$ cat src/sbt_pkg.sv
// Shared types, codes and defaults for the sorted breakpoint table.
package sbt_pkg;

  localparam int MAX_ENTRIES_DEF = 16;
  localparam int ADDR_W          = 32;
  localparam int FUNC_W          = 2;

  localparam logic [FUNC_W-1:0] FUNC_SET     = 2'd0;
  localparam logic [FUNC_W-1:0] FUNC_UNSET   = 2'd1;
  localparam logic [FUNC_W-1:0] FUNC_NEAREST = 2'd2;

  typedef enum logic [1:0] {
    ST_IDLE,
    ST_SCAN,
    ST_SHIFT_UP,
    ST_SHIFT_DN
  } sbt_state_e;

  // Controller -> datapath
  typedef struct packed {
    logic load;       // capture item, clear scan results
    logic scan_step;  // read entry at pointer, advance
    logic init_up;    // pointer := count (insert shift)
    logic init_dn;    // pointer := insert/match position (remove shift)
    logic step_up;    // move entry ptr-1 to ptr
    logic step_dn;    // move entry ptr+1 to ptr
    logic write_new;  // write new entry at position, count++
    logic dec_count;  // count--
    logic respond;    // load result registers, pulse done
    logic refused;    // status bit for this result
  } sbt_cmd_t;

  // Datapath -> controller
  typedef struct packed {
    logic [FUNC_W-1:0] func;
    logic              create;
    logic              eq;         // address present
    logic              full;
    logic              scan_end;
    logic              up_end;
    logic              dn_end;
    logic              pipe_busy;  // read or move still in flight
  } sbt_stat_t;

endpackage

$ cat src/sbt_ctrl.sv
// Sequencer for scan, shift and response of the breakpoint table.
module sbt_ctrl (
  input  logic              clk_i,
  input  logic              rst_ni,
  input  logic              start_i,
  input  sbt_pkg::sbt_stat_t stat_i,
  output sbt_pkg::sbt_cmd_t  cmd_o,
  output logic              busy_o
);

  sbt_pkg::sbt_state_e state_q, state_d;

  always_ff @(posedge clk_i or negedge rst_ni) begin
    if (!rst_ni) begin
      state_q <= sbt_pkg::ST_IDLE;
    end else begin
      state_q <= state_d;
    end
  end

  always_comb begin
    state_d = state_q;
    cmd_o   = '0;
    case (state_q)
      sbt_pkg::ST_IDLE: begin
        if (start_i) begin
          cmd_o.load = 1'b1;
          state_d    = sbt_pkg::ST_SCAN;
        end
      end
      sbt_pkg::ST_SCAN: begin
        if (!stat_i.scan_end) begin
          cmd_o.scan_step = 1'b1;
        end else if (!stat_i.pipe_busy) begin
          state_d = sbt_pkg::ST_IDLE;
          if (stat_i.func == sbt_pkg::FUNC_SET && !stat_i.eq && stat_i.create) begin
            if (stat_i.full) begin
              cmd_o.respond = 1'b1;
              cmd_o.refused = 1'b1;
            end else begin
              cmd_o.init_up = 1'b1;
              state_d       = sbt_pkg::ST_SHIFT_UP;
            end
          end else if (stat_i.func == sbt_pkg::FUNC_UNSET && stat_i.eq) begin
            cmd_o.init_dn = 1'b1;
            state_d       = sbt_pkg::ST_SHIFT_DN;
          end else begin
            cmd_o.respond = 1'b1;
          end
        end
      end
      sbt_pkg::ST_SHIFT_UP: begin
        if (!stat_i.up_end) begin
          cmd_o.step_up = 1'b1;
        end else if (!stat_i.pipe_busy) begin
          cmd_o.write_new = 1'b1;
          cmd_o.respond   = 1'b1;
          state_d         = sbt_pkg::ST_IDLE;
        end
      end
      sbt_pkg::ST_SHIFT_DN: begin
        if (!stat_i.dn_end) begin
          cmd_o.step_dn = 1'b1;
        end else if (!stat_i.pipe_busy) begin
          cmd_o.dec_count = 1'b1;
          cmd_o.respond   = 1'b1;
          state_d         = sbt_pkg::ST_IDLE;
        end
      end
      default: begin
        state_d = sbt_pkg::ST_IDLE;
      end
    endcase
  end

  assign busy_o = (state_q != sbt_pkg::ST_IDLE);

endmodule

$ cat src/sbt_datapath.sv
// Entry memory, scan compare, shift pipeline and result registers.
module sbt_datapath #(
  parameter int MaxEntries = sbt_pkg::MAX_ENTRIES_DEF
) (
  input  logic                       clk_i,
  input  logic                       rst_ni,
  input  sbt_pkg::sbt_cmd_t          cmd_i,
  output sbt_pkg::sbt_stat_t         stat_o,
  input  logic [sbt_pkg::FUNC_W-1:0] func_i,
  input  logic [sbt_pkg::ADDR_W-1:0] address_i,
  input  logic                       hit_flag_i,
  input  logic                       create_if_missing_i,
  output logic                       done_o,
  output logic                       found_o,
  output logic [sbt_pkg::ADDR_W-1:0] entry_address_o,
  output logic                       entry_hit_o,
  output logic                       status_o
);

  localparam int IdxW = (MaxEntries > 1) ? $clog2(MaxEntries) : 1;
  localparam int CntW = $clog2(MaxEntries + 1);
  localparam int EntW = sbt_pkg::ADDR_W + 1;  // {address, hit}

  // entry storage, no reset: only entries below count are ever read
  logic [EntW-1:0] mem_q [MaxEntries];
  logic [EntW-1:0] rd_data_q;

  // control
  logic [CntW-1:0] count_q, count_d;
  logic [CntW-1:0] ptr_q, ptr_d;
  logic            scan_vld_q, wr_pend_q, done_q;

  // payload
  logic [sbt_pkg::FUNC_W-1:0] func_q;
  logic [sbt_pkg::ADDR_W-1:0] addr_q;
  logic                       hit_q, create_q;
  logic [IdxW-1:0]            wr_idx_q;
  logic [CntW-1:0]            lt_cnt_q;
  logic                       eq_q, floor_vld_q, floor_hit_q;
  logic [sbt_pkg::ADDR_W-1:0] floor_addr_q;
  logic                       found_q, entry_hit_q, status_q;
  logic [sbt_pkg::ADDR_W-1:0] entry_addr_q;

  logic [CntW-1:0]            ptr_inc, ptr_dec, rd_ptr;
  logic                       rd_en, wr_en;
  logic [IdxW-1:0]            wr_idx;
  logic [EntW-1:0]            wr_data;
  logic [sbt_pkg::ADDR_W-1:0] rd_addr;
  logic                       rd_hit, found_d;

  assign ptr_inc = ptr_q + CntW'(1);
  assign ptr_dec = ptr_q - CntW'(1);
  assign rd_addr = rd_data_q[EntW-1:1];
  assign rd_hit  = rd_data_q[0];

  always_comb begin
    rd_en  = cmd_i.scan_step | cmd_i.step_up | cmd_i.step_dn;
    rd_ptr = ptr_q;
    if (cmd_i.step_up) begin
      rd_ptr = ptr_dec;
    end else if (cmd_i.step_dn) begin
      rd_ptr = ptr_inc;
    end
  end

  always_comb begin
    wr_en   = wr_pend_q;
    wr_idx  = wr_idx_q;
    wr_data = rd_data_q;
    if (cmd_i.write_new) begin
      wr_en   = 1'b1;
      wr_idx  = lt_cnt_q[IdxW-1:0];
      wr_data = {addr_q, hit_q};
    end
  end

  always_ff @(posedge clk_i) begin
    if (wr_en) begin
      mem_q[wr_idx] <= wr_data;
    end
  end

  always_ff @(posedge clk_i) begin
    if (rd_en) begin
      rd_data_q <= mem_q[rd_ptr[IdxW-1:0]];
    end
  end

  always_comb begin
    count_d = count_q;
    if (cmd_i.write_new) begin
      count_d = count_q + CntW'(1);
    end else if (cmd_i.dec_count) begin
      count_d = count_q - CntW'(1);
    end
    ptr_d = ptr_q;
    if (cmd_i.load) begin
      ptr_d = '0;
    end else if (cmd_i.init_up) begin
      ptr_d = count_q;
    end else if (cmd_i.init_dn) begin
      ptr_d = lt_cnt_q;
    end else if (cmd_i.step_up) begin
      ptr_d = ptr_dec;
    end else if (cmd_i.scan_step || cmd_i.step_dn) begin
      ptr_d = ptr_inc;
    end
  end

  always_ff @(posedge clk_i or negedge rst_ni) begin
    if (!rst_ni) begin
      count_q    <= '0;
      ptr_q      <= '0;
      scan_vld_q <= 1'b0;
      wr_pend_q  <= 1'b0;
      done_q     <= 1'b0;
    end else begin
      count_q    <= count_d;
      ptr_q      <= ptr_d;
      scan_vld_q <= cmd_i.scan_step;
      wr_pend_q  <= cmd_i.step_up | cmd_i.step_dn;
      done_q     <= cmd_i.respond;
    end
  end

  // item capture, scan accumulation, move target
  always_ff @(posedge clk_i) begin
    if (cmd_i.step_up || cmd_i.step_dn) begin
      wr_idx_q <= ptr_q[IdxW-1:0];
    end
    if (cmd_i.load) begin
      func_q      <= func_i;
      addr_q      <= address_i;
      hit_q       <= hit_flag_i;
      create_q    <= create_if_missing_i;
      lt_cnt_q    <= '0;
      eq_q        <= 1'b0;
      floor_vld_q <= 1'b0;
    end else if (scan_vld_q) begin
      // sorted entries: count of smaller ones is the insert / match position
      if (rd_addr < addr_q) begin
        lt_cnt_q <= lt_cnt_q + CntW'(1);
      end
      if (rd_addr == addr_q) begin
        eq_q <= 1'b1;
      end
      if (rd_addr <= addr_q) begin
        floor_vld_q  <= 1'b1;
        floor_addr_q <= rd_addr;
        floor_hit_q  <= rd_hit;
      end
    end
  end

  always_comb begin
    found_d = 1'b0;
    if (func_q == sbt_pkg::FUNC_NEAREST) begin
      found_d = floor_vld_q;
    end else if (func_q == sbt_pkg::FUNC_SET || func_q == sbt_pkg::FUNC_UNSET) begin
      found_d = eq_q;
    end
  end

  always_ff @(posedge clk_i) begin
    if (cmd_i.respond) begin
      found_q      <= found_d;
      status_q     <= cmd_i.refused;
      entry_addr_q <= '0;
      entry_hit_q  <= 1'b0;
      if (func_q == sbt_pkg::FUNC_NEAREST && floor_vld_q) begin
        entry_addr_q <= floor_addr_q;
        entry_hit_q  <= floor_hit_q;
      end
    end
  end

  assign stat_o.func      = func_q;
  assign stat_o.create    = create_q;
  assign stat_o.eq        = eq_q;
  assign stat_o.full      = (count_q == CntW'(MaxEntries));
  assign stat_o.scan_end  = (ptr_q == count_q);
  assign stat_o.up_end    = (ptr_q == lt_cnt_q);
  assign stat_o.dn_end    = (ptr_inc == count_q);
  assign stat_o.pipe_busy = scan_vld_q | wr_pend_q;

  assign done_o          = done_q;
  assign found_o         = found_q;
  assign entry_address_o = entry_addr_q;
  assign entry_hit_o     = entry_hit_q;
  assign status_o        = status_q;

  a_count_bound: assert property (@(posedge clk_i) disable iff (!rst_ni)
    count_q <= CntW'(MaxEntries))
    else $error("entry count above capacity");

  a_insert_room: assert property (@(posedge clk_i) disable iff (!rst_ni)
    cmd_i.write_new |-> (count_q < CntW'(MaxEntries)))
    else $error("insert into full table");

  a_remove_nonempty: assert property (@(posedge clk_i) disable iff (!rst_ni)
    cmd_i.dec_count |-> (count_q != '0))
    else $error("remove from empty table");

  a_no_write_clash: assert property (@(posedge clk_i) disable iff (!rst_ni)
    cmd_i.write_new |-> !wr_pend_q)
    else $error("new entry write collides with pending move");

  a_single_pulse: assert property (@(posedge clk_i) disable iff (!rst_ni)
    done_q |=> !done_q)
    else $error("two results in consecutive cycles");

endmodule

$ cat src/sorted_breakpoint_table.sv
// Top level of the sorted breakpoint table: controller plus datapath.
//
//   channel   direction  handshake               fields
//   command   in         start_i && !busy_o      func_i address_i hit_flag_i
//                                                create_if_missing_i
//   result    out        done_o (one cycle)      found_o entry_address_o
//                                                entry_hit_o status_o
//
// Flow: entries sit in one memory and are scanned one per cycle; an insert
// or remove then adds one move per shifted entry (at most N with N stored
// entries) before the result is issued. The memory read port sets the rate.
// Reset: rst_ni low empties the table (count cleared); entry contents are
// not cleared and need no clearing pass.
// Stalls: busy_o stays high from accept until the result is issued; done_o
// is a one-cycle strobe and the receiver cannot hold it off.
module sorted_breakpoint_table #(
  parameter int MaxEntries = sbt_pkg::MAX_ENTRIES_DEF
) (
  input  logic                       clk_i,
  input  logic                       rst_ni,
  input  logic                       start_i,
  output logic                       busy_o,
  input  logic [sbt_pkg::FUNC_W-1:0] func_i,
  input  logic [sbt_pkg::ADDR_W-1:0] address_i,
  input  logic                       hit_flag_i,
  input  logic                       create_if_missing_i,
  output logic                       done_o,
  output logic                       found_o,
  output logic [sbt_pkg::ADDR_W-1:0] entry_address_o,
  output logic                       entry_hit_o,
  output logic                       status_o
);

  sbt_pkg::sbt_cmd_t  cmd;
  sbt_pkg::sbt_stat_t stat;

  // controller only sees start while idle, so start && !busy is the accept
  sbt_ctrl u_ctrl (
    .clk_i   (clk_i),
    .rst_ni  (rst_ni),
    .start_i (start_i),
    .stat_i  (stat),
    .cmd_o   (cmd),
    .busy_o  (busy_o)
  );

  sbt_datapath #(
    .MaxEntries (MaxEntries)
  ) u_datapath (
    .clk_i               (clk_i),
    .rst_ni              (rst_ni),
    .cmd_i               (cmd),
    .stat_o              (stat),
    .func_i              (func_i),
    .address_i           (address_i),
    .hit_flag_i          (hit_flag_i),
    .create_if_missing_i (create_if_missing_i),
    .done_o              (done_o),
    .found_o             (found_o),
    .entry_address_o     (entry_address_o),
    .entry_hit_o         (entry_hit_o),
    .status_o            (status_o)
  );

endmodule

$ cat config.mk
export PLATFORM = sky130hd
export DESIGN_NAME = sorted_breakpoint_table
export DESIGN_NICKNAME = d
export VERILOG_FILES = /design/src/sbt_pkg.sv /design/src/sbt_ctrl.sv /design/src/sbt_datapath.sv /design/src/sorted_breakpoint_table.sv
export SDC_FILE = /design/constraint.sdc
export NUM_CORES = 1
export LEC_CHECK = 0
export ABC_AREA = 1
export BUFFER_PORTS_ARGS = -buffer_cell sky130_fd_sc_hd__buf_2
export CORE_MARGIN = 2
export CORE_UTILIZATION = 50
export CTS_CLUSTER_SIZE = 14
export DETAILED_ROUTE_END_ITERATION = 6
export HOLD_SLACK_MARGIN = 0.08
export PLACE_DENSITY_LB_ADDON = 0.05
export SYNTH_ARGS = -nofsm -noshare
export SYNTH_HDL_FRONTEND = slang
export SYNTH_HIERARCHICAL = 1
export SYNTH_SLANG_ARGS = --single-unit
$ cat constraint.sdc
create_clock -name clk_i -period 4.7 [get_ports clk_i]
set_input_delay 0.235 -clock clk_i [delete_from_list [all_inputs] [get_ports clk_i]]
set_output_delay 0.235 -clock clk_i [all_outputs]
set_load 0.02 [all_outputs]
; Word level (Yosys, flattened, before mapping)
; Memories as Yosys holds them, arrays and structs flattened. A register that Yosys moved wholly into a read port is not among the register bits.
; Index checks and enable logic that the tools add are counted.
[totals]
ff_bits = 130
mem_bits_rw = 528
input_bits = 39
wordCells = 123
n_memories = 1
[classes]
add_sub_neg = 5
magnitude_cmp = 2
n_eq_ne = 15
n_mux = 53
bitwise_logic = 8
n_reduce_logical = 19
[mem_list]
columns = name, depth, word_bits, read_ports, rd_ports_with_merged_regs, write_ports, line
row1 = u_datapath.mem_q, 16, 33, 1, 1, 1, sbt_datapath.sv:25  ; logic [EntW-1:0] mem_q [MaxEntries];
[ops]
columns = op, n
row1 = $mux 5, 7
row2 = $mux 33, 1
row3 = $eq 32x32->1, 1
row4 = $le 32x32->1, 1
row5 = $lt 32x32->1, 1
row6 = $mux 2, 16
row7 = $mux 1, 23
row8 = $add 5x1->5 const B, 3
row9 = $eq 5x5->1, 3
row10 = $mux 4, 3
row11 = $sub 5x1->5 const B, 2
row12 = $pmux 2 s4, 1
row13 = $eq 2x2->1 const B, 3
row14 = $ne 2x1->1 const B, 3
row15 = $reduce_and 2->1, 3
row16 = $eq 5x5->1 const B, 1
row17 = $reduce_and 5->1, 1
row18 = $reduce_bool 5->1, 1
row19 = $eq 2x1->1 const B, 2
row20 = $logic_and 1x1->1, 4
row21 = $logic_not 2->1, 2
row22 = $ne 2x2->1 const B, 2
row23 = $not 1->1, 4
row24 = $or 1x1->1, 4
row25 = 7 further kinds, 10

; Longest topological paths before layout
[depth]
ltp_word = 13
depth_mapped = 21

; By module
; Netlist, hierarchy kept.
[modules_own_cells]
columns = module, instances, cells_per_inst, area_each_um2
row1 = sbt_datapath, 1, 2191, 28115.7
row2 = sbt_ctrl, 1, 54, 297.8

; Least setup slack after synthesis
; OpenSTA, ideal clock, no wires.
[synth_path]
kind = reg-to-reg
start = reg u_datapath.ptr_q[3]
end = reg u_datapath.entry_addr_q (netlist bit u_datapath/entry_address_o[0]) (enable)
setup_time_ns = 0.478
arrival_ns = 3.736
required_ns = 4.222
slack_ns = 0.486
stages_incl_launch_ff = 6
path_buffers = 1
cell_sequence = dfrtp_1 buf_2 xor2_1 nor4_1 nand4_1 o21ai_0
[synth_lines]
columns = item, line
row1 = "start, declared", sbt_datapath.sv:30  ; logic [CntW-1:0] ptr_q, ptr_d;
row2 = "start signal, assigned", sbt_datapath.sv:119  ; ptr_q <= ptr_d;
row3 = "end signal, assigned", sbt_datapath.sv:171  ; entry_addr_q <= floor_addr_q;
row4 = "end, declared", sbt_datapath.sv:42  ; logic [sbt_pkg::ADDR_W-1:0] entry_addr_q;

==> results by stage <==
Die:
- The full die area is 0.05875 sq mm.
- The region available for standard cell placement spans 0.05628 sq mm.
- In this run the core area contains 87 standard-cell rows.
- The starting density of the core is 50.49%.
- In this run the count of I/O pins placed on the die edge is 76.
- The die boundary width is 242.4 um.
- The height of the die is 242.4 um.

Yosys:
- The share of synthesized flip-flops with an asynchronous set or reset is 2.171%.
- The gate count after technology mapping is 2245.
- The summed instance area of the synthesized netlist is 0.02841 sq mm.
- The count of unique library cells instantiated by Yosys is 40.
- When the netlist entered floorplanning its net count stood at 2323.
- The sequential element share of the synthesized area is 72.52%.
- Yosys mapped a number of flops with a built-in enable equal to 669.
- The mean instance size in the synthesized netlist is 12.66 sq um.
- The most used flip-flop cell after synthesis is edfxtp_1.
- The warning count from the yosys run is 6.
- After synthesis the netlist holds a flip-flop and latch count of 691.

Place:
- After detailed placement, the design holds a cell count of 3022.
- Summed over all nets, the half-perimeter wirelength after detailed placement is 37270 um.
- Routability-driven placement finished with a final weighted congestion of 0.8564.
- Before CTS, the worst setup slack after placement is 819.8 ps.
- In this run the tool buffered the top-level ports with 75 buffer cells.
- The cell area reported after detailed placement is 0.03001 sq mm.

Timing:
- The clock arrives with 20.58 ps of skew.
- Setup repair after global routing left no endpoint under its margin.
- Setup violations remaining at the end of the flow were counted as 0.
- Hold is met by 329.5 ps.
- The final count of pins violating max slew is 0.
- The total negative setup slack is 0 ps.
- The smallest clock period supported by the final layout is computed as 3987 ps.
- The worst pin sits at a relative slew slack of 25.64%.
- For the pin with the worst max-slew slack, the measured transition is 1114 ps.
- The maximum frequency from static timing analysis is 250.8 MHz.
- In the finished design, the share of the clock period the worst path needs comes to 84.82%.
- The worst setup margin is 713.5 ps.
- The final number of hold-violating endpoints was 0.

Global route:
- Summed over all layers, the global routing overflow is 0.
- The initial antenna violation count was 0.
- Global routing consumed, over all layers together, 25.11% of the routing resources.
- The wire length of the first global-routing pass is 109900 um.
- The largest net degree at the start of global routing is 131.
- The via count of the first global-routing pass was 17090.

Route:
- The total wire length after detailed routing is 72690 um.
- The count of nets left with antenna violations once routing finished came out at 0.
- The detailed-route vias per instance is 5.591.
- The remaining design rule violation count is 0.
- Dividing the detail-routed wire length by the instance count gives 22.78 um.
- The first routing iteration left 1858 violations.
- The number of detailed-routing iterations run before antenna repair is 6.
- The final route contains 17840 vias.

Final layout:
- The number of antenna diodes in the final layout is 0.
- The area overhead of the layout relative to synthesis is 14.79%.
- The final cell count without fillers is 3191.
- At the end of the flow the core is filled with cells to 57.95%.
- The share of final-layout standard cells stronger than drive strength 1 is 11.62%.
- The library cells used most frequently in the layout, excluding fill and tap cells, are edfxtp_1, nor2_1, o21ai_0.
- The most frequent standard cell in the layout excluding fill and tap cells is edfxtp_1.
- The post-route cell area is 0.03262 sq mm.
- After the last flow step, the layout net total stands at 2459.

Clocking:
- TritonCTS built the clock tree.
- The clock latency at the later pin of the worst-skew pair is 610 ps.
- CTS built an H-tree with a depth of 3.
- The number of buffers inserted during clock tree synthesis is 73.
- The hold buffer count at CTS is 40.
- After clock tree synthesis, the clock-pin slew on the worst setup and hold paths is 60 ps.
- The number of gates resized after cts is 0.
- Counting along the longest clock path gives a buffer depth of 3.
- The number of post-CTS setup repair buffers is 0.
- Counting every sink on the clock net gives 691.
- Clock tree synthesis selected as its root buffer the cell clkbuf_16.

Setup path:
- The category of the worst setup path capture point is a register.
- In this run the worst setup path begins at u_datapath/ptr_q[0].
- The type of origin of the critical path is a register.
- Data on the critical path arrives at its endpoint at 4350 ps.
- Data on the critical path is required at its endpoint by 5060 ps.
- The maximum net fanout on the critical path is 130.
- The worst register-to-register path begins at u_datapath/ptr_q[0].
- The class of the most critical setup path is reg2reg.

Worst hold path:
- The path type of the worst min-delay path is in2reg.
- The worst hold path begins at address_i[24].

Run status:
- The run finished with clean final reports.

Power and ir drop:
- For this design the ratio of total power to cell area is 671.5 mW/mm^2.
- Total power for the finished layout comes to 21.90 mW.
- For this design the static power due to leakage is 11.58 nW.
- The peak ir drop on the vdd network is 0.4819 mV.

Job:
- The number of max-cap violations is 0.
## cells in the mapped netlist (2+ instances only)
cell,n,share of area (%)
edfxtp_1,669,71
nor2_1,343,4.5
o21ai_0,287,5.1
nand3_1,227,4.0
nand2_1,166,2.2
o21bai_1,131,3.5
inv_1,112,1.5
buf_2,61,1.1
clkbuf_1,41,0.54
ha_1,38,1.7
o21ai_1,35,0.62
a21oi_1,30,0.53
dfrtp_1,15,1.3
xor2_1,15,0.46
buf_6,11,0.44
buf_4,8,0.21
inv_2,8,0.11
dfxtp_1,7,0.49
xnor2_1,5,0.15
buf_1,4,0.053
nand4_1,4,0.088
nand2_2,3,0.066
nor3_1,3,0.053
nor4_1,3,0.066
clkbuf_2,2,0.035
nand3b_1,2,0.053
or2_2,2,0.044
## worst paths after layout
path	to	slack [ps]	cells past startpoint
max	u_datapath/rd_data_q[15]	710	18
min	u_datapath/addr_q[24]	330	2
max reg2reg	u_datapath/rd_data_q[15]	710	18
min reg2reg	u_datapath/floor_addr_q[0]	460	0
max in group asynchronous	u_datapath/ptr_q[4]	3130	4
min in group asynchronous	u_ctrl/state_q[0]	590	3
## power breakdown
group | leakage (nW) | switching, mW | internal (mW)
Clock | 1.08 | 2.32 | 3.08
Sequential | 6.32 | 0.381 | 8.40
Combinational | 4.19 | 5.35 | 2.38
## flip-flops by register name, summed over array words and instances (netlist names), 5 cells and up
| register | count |
|---|---|
| u_datapath/addr_q | 32 |
| u_datapath/count_q | 5 |
| u_datapath/entry_address_o | 32 |
| u_datapath/floor_addr_q | 32 |
| u_datapath/lt_cnt_q | 5 |
| u_datapath/mem_q | 528 |
| u_datapath/ptr_q | 5 |
| u_datapath/rd_data_q | 33 |
## routing by layer
metal	share of wire [%]	vias to the layer above	track usage [%]
met5	0	-	0
met4	2.5	0	7.444
met3	5.7	114	4.021
met2	46	576	38.49
met1	46	8834	37.20
li1	-	8318	-
## critical path, cell delays in order (launching register included)
cell	delay, ps
dfrtp_1	520
inv_2	110
ha_1	360
xnor2_1	180
nand2_1	80
nor4_1	390
inv_1	80
nand3_1	120
inv_1	100
nor2_2	120
inv_2	110
nand2_1	170
nand2_8	250
buf_12	320
o21ai_0	270
o21bai_1	140
nand3_1	80
nand3_1	110
nand2_1	60
## final cells by class
class / instances / area (sq um)
Tap cell: 756 / 945.9
Timing Repair Buffer: 188 / 1549
Inverter: 120 / 455.4
Multi-Input combinational cell: 1307 / 6858
Sequential cell: 691 / 20600
Clock buffer: 92 / 1983
Clock inverter: 37 / 219.0
Fill cell: 4595 / 23660
## logic make-up (layout without fill, tap and decap cells)
kind of cell,after synthesis,in the layout,share of synthesized area [%]
buffers and inverters,247,437,3.937
flip-flops,691,691,72.52
AND/OR/NAND/NOR,757,757,11.22
multiplexers,1,1,0.03963
adder cells (fa/ha/maj),39,39,1.744
AO/OA/AOI/OAI,489,489,9.864
XOR/XNOR,21,21,0.6738
(Power assumes the default switching activity.)
